<file path="config.mk">
export PLATFORM = sky130hd
export DESIGN_NAME = gregorian_date_day_number_convert
export DESIGN_NICKNAME = d
export VERILOG_FILES = /design/src/hw/rtl/gdc_pkg.sv /design/src/hw/rtl/gregorian_date_day_number_convert.sv /design/src/hw/rtl/gdc_year_days.sv /design/src/hw/rtl/gdc_year_est.sv
export SDC_FILE = /design/constraint.sdc
export NUM_CORES = 2
export LEC_CHECK = 0
export ABC_AREA = 1
export BUFFER_PORTS_ARGS = -buffer_cell sky130_fd_sc_hd__buf_2
export CORE_MARGIN = 5
export CORE_UTILIZATION = 65
export CTS_CLUSTER_DIAMETER = 30
export DETAILED_ROUTE_END_ITERATION = 10
export GPL_ROUTABILITY_DRIVEN = 0
export PLACE_DENSITY = 0.91
export SLEW_MARGIN = 20
export SYNTH_ARGS = -nofsm -noshare
export SYNTH_HDL_FRONTEND = slang
export SYNTH_HIERARCHICAL = 1
export SYNTH_SLANG_ARGS = --single-unit
</file>
<file path="constraint.sdc">
create_clock -name clk -period 154.7 [get_ports clk]
set_clock_uncertainty 0.1 [all_clocks]
set_input_delay 15.47 -clock clk [delete_from_list [all_inputs] [get_ports clk]]
set_output_delay 15.47 -clock clk [all_outputs]
set_load 0.01 [all_outputs]
</file>
<file path="src/hw/rtl/gdc_pkg.sv">
`timescale 1ns / 1ps
`default_nettype none
// ----------------------------------------------------------------------------
// gdc_pkg
// Shared types, constants and small tables for the Gregorian date converter.
// ----------------------------------------------------------------------------
package gdc_pkg;

  typedef enum logic {
    CMD_TO_SERIAL = 1'b0,
    CMD_TO_DATE   = 1'b1
  } cmd_t;

  localparam int TDATA_W = 48;

  // year estimate: floor((2000 * days + 2956) / 730485), biased by two
  // periods so the dividend never goes negative
  localparam int                 EST_W     = 34;
  localparam int                 EST_SHIFT = 35;
  localparam logic [15:0]        EST_RECIP = 16'd47036;   // floor(2^35 / 730485)
  localparam logic [19:0]        EST_DIV   = 20'd730485;
  localparam logic signed [35:0] EST_MUL   = 36'sd2000;
  localparam logic signed [35:0] EST_BIAS  = 36'sd1463926; // 2956 + 2 * 730485

  // century split of a year offset by 400
  localparam logic [9:0]         C100_RECIP = 10'd655;    // floor(2^16 / 100)
  localparam logic [14:0]        C100       = 15'd100;

  localparam logic [21:0]        SERIAL_MAX = 22'h3FFFFF;
  localparam logic [13:0]        YEAR_MAX   = 14'd9999;

  // one item as it travels down the pipeline
  typedef struct packed {
    logic               cmd;
    logic [4:0]         day;
    logic [3:0]         mon;
    logic [13:0]        yr;
    logic [21:0]        ser;
    logic signed [23:0] days;
  } item_t;

  // day count at the start of a March-based year
  typedef struct packed {
    logic signed [15:0] year;
    logic signed [23:0] yd;
    logic               leap;
  } ydays_t;

  // month counted from March: (mon + 9) mod 12
  function automatic logic [3:0] mar_month(input logic [3:0] mon);
    logic [4:0] t;
    t = {1'b0, mon} + 5'd9;
    if (t >= 5'd24) begin
      mar_month = 4'(t - 5'd24);
    end else if (t >= 5'd12) begin
      mar_month = 4'(t - 5'd12);
    end else begin
      mar_month = t[3:0];
    end
  endfunction

  // days from 1 March to the first of the k-th month after March
  function automatic logic [8:0] month_off(input logic [3:0] k);
    logic [8:0] v;
    case (k)
      4'd0:    v = 9'd0;
      4'd1:    v = 9'd31;
      4'd2:    v = 9'd61;
      4'd3:    v = 9'd92;
      4'd4:    v = 9'd122;
      4'd5:    v = 9'd153;
      4'd6:    v = 9'd184;
      4'd7:    v = 9'd214;
      4'd8:    v = 9'd245;
      4'd9:    v = 9'd275;
      4'd10:   v = 9'd306;
      4'd11:   v = 9'd337;
      default: v = 9'd0;
    endcase
    return v;
  endfunction

  // month index of a day within a March-based year
  function automatic logic [3:0] month_idx(input logic [8:0] rem);
    logic [3:0] cnt;
    cnt = '0;
    for (int k = 1; k < 12; k++) begin
      if (rem >= month_off(4'(k))) cnt = cnt + 4'd1;
    end
    return cnt;
  endfunction

endpackage
`default_nettype wire

</file>
<file path="src/hw/rtl/gregorian_date_day_number_convert.sv">
`timescale 1ns / 1ps
`default_nettype none
// ----------------------------------------------------------------------------
// gregorian_date_day_number_convert
// Pipelined converter between Gregorian dates and serial day numbers.
// ----------------------------------------------------------------------------
// Usage:
//   in_*  : one beat per conversion. in_tuser is the command (0 = date to
//           serial, 1 = serial to date); in_tdata carries day, month, year and
//           serial. Fields that the command does not use are ignored.
//   out_* : one beat per input beat, in order. out_tuser flags a date that
//           exists (command 0) or a serial inside years 0..9999 (command 1).
//   Throughput is one beat per cycle unless out_tready holds the pipeline:
//   a fifteen-stage register pipeline plus the output register, with two
//   year-table units and a reciprocal-multiply year estimate as the stages.
//   Reset (rst_n low, synchronous) clears all stage valid bits; no beat is
//   presented after reset until new input arrives.
//   When out_tready is low while a beat is shown, the whole pipeline holds
//   and in_tready drops in the same cycle; nothing is lost or repeated.
// ----------------------------------------------------------------------------
module gregorian_date_day_number_convert import gdc_pkg::*; (
  input  logic               clk,
  input  logic               rst_n,
  input  logic               in_tvalid,
  output logic               in_tready,
  input  logic [TDATA_W-1:0] in_tdata,   // day[4:0], month[8:5], year[22:9], serial[44:23]
  input  logic               in_tuser,   // command
  output logic               out_tvalid,
  input  logic               out_tready,
  output logic [TDATA_W-1:0] out_tdata,  // day[4:0], month[8:5], year[22:9], serial[44:23]
  output logic               out_tuser   // valid_res
);

  logic        en;
  logic [15:0] vld_r;

  assign en        = !vld_r[15] || out_tready;
  assign in_tready = en;
  assign out_tvalid = vld_r[15];

  always_ff @(posedge clk) begin
    if (!rst_n) begin
      vld_r <= '0;
    end else if (en) begin
      vld_r <= {vld_r[14:0], in_tvalid};
    end
  end

  // decode: March-based month and year, partial day count
  logic [3:0]         mm_in;
  logic signed [15:0] y0_nxt;
  logic signed [15:0] y0_r;
  item_t              dec;

  assign mm_in  = mar_month(in_tdata[8:5]);
  assign y0_nxt = signed'(16'(in_tdata[22:9])) - ((mm_in >= 4'd10) ? 16'sd1 : 16'sd0);

  always_comb begin
    dec.cmd = in_tuser;
    dec.day = in_tdata[4:0];
    dec.mon = in_tdata[8:5];
    dec.yr  = in_tdata[22:9];
    dec.ser = in_tdata[44:23];
    if (in_tuser == CMD_TO_DATE) begin
      dec.days = signed'(24'(in_tdata[44:23])) - 24'sd1;
    end else begin
      dec.days = signed'(24'(month_off(mm_in))) + signed'(24'(in_tdata[4:0])) - 24'sd1;
    end
  end

  always_ff @(posedge clk) begin
    if (en) y0_r <= y0_nxt;
  end

  // forward year table, result lines up with stage 3
  ydays_t ya;

  gdc_year_days u_fwd_days (
    .clk    (clk),
    .en     (en),
    .year_i (y0_r),
    .res_o  (ya)
  );

  // item line, day count finished at stage 4
  item_t item_r   [0:14];
  item_t item_nxt [0:14];

  always_comb begin
    item_nxt[0] = dec;
    for (int k = 1; k < 15; k++) item_nxt[k] = item_r[k-1];
    if (item_r[3].cmd != CMD_TO_DATE) begin
      item_nxt[4].days = ya.yd + item_r[3].days;
    end
  end

  always_ff @(posedge clk) begin
    if (en) begin
      for (int k = 0; k < 15; k++) item_r[k] <= item_nxt[k];
    end
  end

  // year estimate from stage 4, ready at stage 8
  logic signed [15:0] yy_est;

  gdc_year_est u_est (
    .clk    (clk),
    .en     (en),
    .days_i (item_r[4].days),
    .year_o (yy_est)
  );

  // table for the estimate, ready at stage 11
  ydays_t yb;

  gdc_year_days u_inv_days (
    .clk    (clk),
    .en     (en),
    .year_i (yy_est),
    .res_o  (yb)
  );

  // stage 12: day within year, step back one year when negative
  logic signed [23:0] rem_hi;
  logic signed [23:0] rem_lo;
  logic [8:0]         rem12_r;
  logic signed [15:0] yf12_r;

  assign rem_hi = item_r[11].days - yb.yd;
  assign rem_lo = rem_hi + 24'sd365 + (yb.leap ? 24'sd1 : 24'sd0);

  always_ff @(posedge clk) begin
    if (en) begin
      rem12_r <= rem_hi[23] ? rem_lo[8:0] : rem_hi[8:0];
      yf12_r  <= rem_hi[23] ? yb.year - 16'sd1 : yb.year;
    end
  end

  // stage 13: month index
  logic [3:0]         mi13_r;
  logic [8:0]         rem13_r;
  logic signed [15:0] yf13_r;

  always_ff @(posedge clk) begin
    if (en) begin
      mi13_r  <= month_idx(rem12_r);
      rem13_r <= rem12_r;
      yf13_r  <= yf12_r;
    end
  end

  // stage 14: calendar day, month and year
  logic [8:0]         d_full;
  logic               wrap;
  logic [4:0]         d14_r;
  logic [3:0]         m14_r;
  logic signed [15:0] y14_r;

  assign d_full = rem13_r - month_off(mi13_r) + 9'd1;
  assign wrap   = (mi13_r >= 4'd10);

  always_ff @(posedge clk) begin
    if (en) begin
      d14_r <= d_full[4:0];
      m14_r <= wrap ? mi13_r - 4'd9 : mi13_r + 4'd3;
      y14_r <= yf13_r + (wrap ? 16'sd1 : 16'sd0);
    end
  end

  // stage 15: output register
  item_t              it;
  logic signed [23:0] s15;
  logic               fits;
  logic               match;
  logic               in_range;
  logic [4:0]         dout_nxt;
  logic [3:0]         mout_nxt;
  logic [13:0]        yout_nxt;
  logic [21:0]        sout_nxt;
  logic               vres_nxt;
  logic [4:0]         dout_r;
  logic [3:0]         mout_r;
  logic [13:0]        yout_r;
  logic [21:0]        sout_r;
  logic               vres_r;

  assign it       = item_r[14];
  assign s15      = it.days + 24'sd1;
  assign fits     = !s15[23] && (s15 <= signed'(24'(SERIAL_MAX)));
  assign match    = (d14_r == it.day) && (m14_r == it.mon)
                  && (y14_r == signed'(16'(it.yr)));
  assign in_range = !y14_r[15] && (y14_r <= signed'(16'(YEAR_MAX)));

  always_comb begin
    if (it.cmd == CMD_TO_DATE) begin
      dout_nxt = in_range ? d14_r : 5'd0;
      mout_nxt = in_range ? m14_r : 4'd0;
      yout_nxt = in_range ? y14_r[13:0] : 14'd0;
      sout_nxt = it.ser;
      vres_nxt = in_range;
    end else begin
      dout_nxt = it.day;
      mout_nxt = it.mon;
      yout_nxt = it.yr;
      sout_nxt = fits ? s15[21:0] : 22'd0;
      vres_nxt = fits && (s15 != 24'sd0) && match;
    end
  end

  always_ff @(posedge clk) begin
    if (en) begin
      dout_r <= dout_nxt;
      mout_r <= mout_nxt;
      yout_r <= yout_nxt;
      sout_r <= sout_nxt;
      vres_r <= vres_nxt;
    end
  end

  assign out_tdata = {3'b000, sout_r, yout_r, mout_r, dout_r};
  assign out_tuser = vres_r;

endmodule
`default_nettype wire

</file>
<file path="src/hw/rtl/gdc_year_days.sv">
`timescale 1ns / 1ps
`default_nettype none
// ----------------------------------------------------------------------------
// gdc_year_days
// Three-stage unit: days before a March-based year and its leap flag.
// ----------------------------------------------------------------------------
module gdc_year_days import gdc_pkg::*; (
  input  logic               clk,
  input  logic               en,
  input  logic signed [15:0] year_i,
  output ydays_t             res_o
);

  // stage A: offset the year by 400 and estimate the century count
  logic signed [15:0] ya_r;
  logic [14:0]        xa_r;
  logic [7:0]         qa_r;
  logic [14:0]        x_nxt;
  logic [24:0]        prod_a;

  assign x_nxt  = 15'(year_i + 16'sd400);
  assign prod_a = 25'(x_nxt) * 25'(C100_RECIP);

  always_ff @(posedge clk) begin
    if (en) begin
      ya_r <= year_i;
      xa_r <= x_nxt;
      qa_r <= prod_a[23:16];
    end
  end

  // stage B: correct the estimate by one, keep whether the remainder is zero
  logic signed [15:0] yb_r;
  logic [7:0]         q100_r;
  logic               z100_r;
  logic [14:0]        ra;
  logic               up;
  logic [14:0]        r100;

  assign ra   = xa_r - 15'({7'd0, qa_r} * C100);
  assign up   = (ra >= C100);
  assign r100 = up ? ra - C100 : ra;

  always_ff @(posedge clk) begin
    if (en) begin
      yb_r   <= ya_r;
      q100_r <= up ? qa_r + 8'd1 : qa_r;
      z100_r <= (r100 == 15'd0);
    end
  end

  // stage C: 365*y + y/4 - y/100 + y/400 with floor division
  logic signed [23:0] ys;
  logic signed [23:0] qs;
  logic signed [23:0] yd_nxt;
  ydays_t             res_r;

  assign ys     = 24'(yb_r);
  assign qs     = signed'({16'd0, q100_r});
  assign yd_nxt = ys * 24'sd365 + (ys >>> 2) - qs + (qs >>> 2) + 24'sd3;

  always_ff @(posedge clk) begin
    if (en) begin
      res_r.year <= yb_r;
      res_r.yd   <= yd_nxt;
      res_r.leap <= (yb_r[1:0] == 2'b00) && (!z100_r || (q100_r[1:0] == 2'b00));
    end
  end

  assign res_o = res_r;

endmodule
`default_nettype wire

</file>
<file path="src/hw/rtl/gdc_year_est.sv">
`timescale 1ns / 1ps
`default_nettype none
// ----------------------------------------------------------------------------
// gdc_year_est
// Four-stage year estimate from a day count: reciprocal multiply, one fixup.
// ----------------------------------------------------------------------------
module gdc_year_est import gdc_pkg::*; (
  input  logic               clk,
  input  logic               en,
  input  logic signed [23:0] days_i,
  output logic signed [15:0] year_o
);

  // stage 1: biased dividend, always positive
  logic signed [35:0] n_full;
  logic [EST_W-1:0]   n1_r;

  assign n_full = 36'(days_i) * EST_MUL + EST_BIAS;

  always_ff @(posedge clk) begin
    if (en) n1_r <= n_full[EST_W-1:0];
  end

  // stage 2: quotient estimate, low by at most one
  logic [49:0]      prod;
  logic [14:0]      q2_r;
  logic [EST_W-1:0] n2_r;

  assign prod = 50'(n1_r) * 50'(EST_RECIP);

  always_ff @(posedge clk) begin
    if (en) begin
      q2_r <= prod[EST_SHIFT +: 15];
      n2_r <= n1_r;
    end
  end

  // stage 3: back-multiply
  logic [34:0]      back;
  logic [EST_W-1:0] p3_r;
  logic [EST_W-1:0] n3_r;
  logic [14:0]      q3_r;

  assign back = 35'(q2_r) * 35'(EST_DIV);

  always_ff @(posedge clk) begin
    if (en) begin
      p3_r <= back[EST_W-1:0];
      n3_r <= n2_r;
      q3_r <= q2_r;
    end
  end

  // stage 4: fix up and remove the bias
  logic [EST_W-1:0]   r4;
  logic signed [15:0] year_nxt;
  logic signed [15:0] year_r;

  assign r4       = n3_r - p3_r;
  assign year_nxt = signed'({1'b0, q3_r}) - 16'sd2
                  + ((r4 >= EST_W'(EST_DIV)) ? 16'sd1 : 16'sd0);

  always_ff @(posedge clk) begin
    if (en) year_r <= year_nxt;
  end

  assign year_o = year_r;

endmodule
`default_nettype wire
</file>
==> qor.tcl, run 1 <==
set qor(post_synth.cell_area_avg_um2) 11.47
set qor(error_line) {[ERROR GRT-0232] Routing congestion too high. Check the congestion heatmap in the GUI.}
set qor(top_level_ports) 104
set qor(placement_rows) 142
set qor(cts_resized) 0
set qor(run_status) {stopped before the end}
set qor(overall_overflow_remaining_after_global_route) 222
set qor(dpl.hpwl_um) 168400
set qor(cts_max_level) 4
set qor(cts.hold.buffers_added) 0
set qor(global_route.usage.total) 0.5989
set qor(initial_core_util) 0.6520
set qor(grt_antenna_before_repair) 104
set qor(cts-buffers-inserted) 232
set qor(placement.io_buffers) 97
set qor(die_y_um) 396.9
set qor(syn-instance-count) 8480
set qor(synth_warnings) 6
set qor(clk_path_buf_depth) 3
set qor(grt_max_degree) 205
set qor(dieWidth_um) 396.9
set qor(cts_setup_buffers) 0
set qor(failing_step) {global routing}
set qor(mapped_area_um2) 97310
set qor(cts.root.buffer_cell) {clkbuf_16}
## stage by stage
step | instance area (um^2) | cells | setup slack (ns) | hold slack (ns) | utilization
after floorplan | 97310 | 8482 | 82.00 | 0.3003 | -
after global placement | 100200 | 10510 | 122.04 | 0.3003 | 0.6717
after detailed placement | 100300 | 10510 | 122.40 | 0.3045 | 0.6717
after CTS | 108700 | 10950 | 122.33 | 0.2510 | 0.7281
## metal layers
metal,GRT overflow,global-route usage
met1,19,0.5747
met2,103,0.7365
met3,21,0.5118
met4,78,0.5479
met5,1,0.3916
==> run 2: changes to the inputs <==
--- a/config.mk
+++ b/config.mk
@@ -8,11 +8,10 @@
 export ABC_AREA = 1
 export BUFFER_PORTS_ARGS = -buffer_cell sky130_fd_sc_hd__buf_2
 export CORE_MARGIN = 5
-export CORE_UTILIZATION = 65
-export CTS_CLUSTER_DIAMETER = 30
+export CORE_UTILIZATION = 40
 export DETAILED_ROUTE_END_ITERATION = 10
 export GPL_ROUTABILITY_DRIVEN = 0
-export PLACE_DENSITY = 0.91
+export PLACE_DENSITY_LB_ADDON = 0.15
 export SLEW_MARGIN = 20
 export SYNTH_ARGS = -nofsm -noshare
 export SYNTH_HDL_FRONTEND = slang
==> run 2 against run 1 <==
The flow now finishes without violations. Synthesized area did not move. Synthesized cell count stayed put.
==> qor.tcl, run 2 <==
set qor(max_slew.worst_pin.slew_ns) 1.023
set qor(flow.area_growth_from_synthesis_pct) 10.76
set qor(register_with_the_highest_flop_count) {item_r}
set qor(cts-buffers-inserted) 171
set qor(max_cap_violations) 0
set qor(timing.setup.critical_path_class) {primary input to primary output}
set qor(drt_pre_antenna_iters) 5
set qor(rsz_0062_raised_after_global_routing) {false}
set qor(run_status) {complete, no violations}
set qor(die_y_um) 503.2
set qor(most-common-layout-cells) {inv_1 (1,861), edfxtp_1 (1,534), nand2_1 (1,195)}
set qor(cts_setup_buffers) 0
set qor(grt_antenna_before_repair) 9
set qor(cp-end-kind) {primary output}
set qor(dieWidth_um) 503.2
set qor(first_iter_violations) 3225
set qor(crit_path_start_kind) {primary input}
set qor(final_min_period_over_clock_period) 0.2072
set qor(finalHoldViolCount) 0
set qor(post_synth.cell_area_avg_um2) 11.47
set qor(clk_path_buf_depth) 3
set qor(finalSetupViolCount) 0
set qor(grt_max_degree) 162
set qor(clock_pin_slew_reported_for_the_worst_setup_and_hold_paths_after_clock_tree_synthesis_ns) 0.06
set qor(postRouteAntennaNets) 0
set qor(grt_first_pass_wirelength_um) 320500
set qor(mapped_area_um2) 97310
set qor(finished_core_util) 0.4440
set qor(largest_register_ffs) 1046
set qor(die_area_um2) 253200
set qor(floorplan_core_area_um2) 242800
set qor(slew_headroom) 0.3183
set qor(number_of_sinks_on_the_clock_net) 1555
set qor(clk_latency_ns) 0.82
set qor(report.final.slew_viol_count) 0
set qor(share_of_post_route_cells_with_drive_strength_above_1) 0.06277
set qor(placement.io_buffers) 97
set qor(layout_commonest_cell) {inv_1}
set qor(cts_resized) 0
set qor(synth_warnings) 6
set qor(syn-instance-count) 8480
set qor(hold_path_class) {register to register}
set qor(final_nets) 10500
set qor(cts_max_level) 4
set qor(cts_tree) {built}
set qor(initial_core_util) 0.4008
set qor(crit_arrival_ns) 16.48
set qor(post_drt_wl_per_cell_um) 16.22
set qor(setup_total_negative_slack_ns) 0
set qor(drc_errors) 0
set qor(overall_overflow_remaining_after_global_route) 0
set qor(top_level_ports) 104
set qor(viasPerCell) 4.722
set qor(path_max_fanout) 49
set qor(cts.hold.buffers_added) 0
set qor(cts.root.buffer_cell) {clkbuf_16}
set qor(placement_rows) 181
set qor(first_global_vias) 59590
set qor(period_minus_slack_ns) 32.05
set qor(vias) 57110
set qor(global_route.usage.total) 0.1590
set qor(dpl.hpwl_um) 154700
set qor(peak_freq_ghz) 0.03120
set qor(total_wirelength_of_the_detailed_routed_design_um) 196100
set qor(worst_ep_required_time_ns) 139.13
-- run 2: worst paths after layout --
check | start | endpoint | slack, ns | depth (start not counted)
worst max-delay path | out_tready | in_tready | 122.65 | 5
worst min-delay path | item_r[8][16] | item_r[9][16] | 0.27 | 0
worst max register to register | rem12_r[8] | register | 147.90 | 42
worst min register to register | item_r[8][16] | item_r[9][16] | 0.27 | 0
-- run 2: critical path, stage by stage --
cell	delay, ns
buf_2	0.10
nor2_1	0.09
buf_4	0.28
inv_8	0.15
buf_2	0.26
-- run 2: final cells by class --
class,count,area [um^2]
inverter,1881,7068
tap,3202,4006
sequential,1555,46480
antenna,3,7.507
fill,22530,135000
clock inverter,108,1420
multi-input combinational,5012,43580
timing repair buffer,128,743.2
clock buffer,205,4468
-- run 2: routing by layer --
layer  part of all wire  vias to the layer above  wire length, um  track usage
met4              0.020                        0             3920      0.03523
met2               0.49                      802            95390       0.2726
met5                  0                        -                0            0
met3              0.031                      236             6074      0.02083
met1               0.46                    27800            90750       0.2163
li1                   -                    28270                -            -
-- run 2: metrics by stage --
step                      setup slack, ns  instances  hold WS, ns  instance area [um^2]
after floorplan                     82.00       8482       0.3003                 97310
after global placement             122.64      11780       0.3004                101900
after detailed placement           122.65      11780       0.3045                101900
after CTS                          122.65      12090       0.2735                107800
after global routing               122.60      12090       0.2827                107800
final                              122.65      12090       0.2690                107800
Power of run 2 is left out: the tool's default activity adds up to more than one toggle a clock period on the data nets, which glitch-free logic cannot reach.
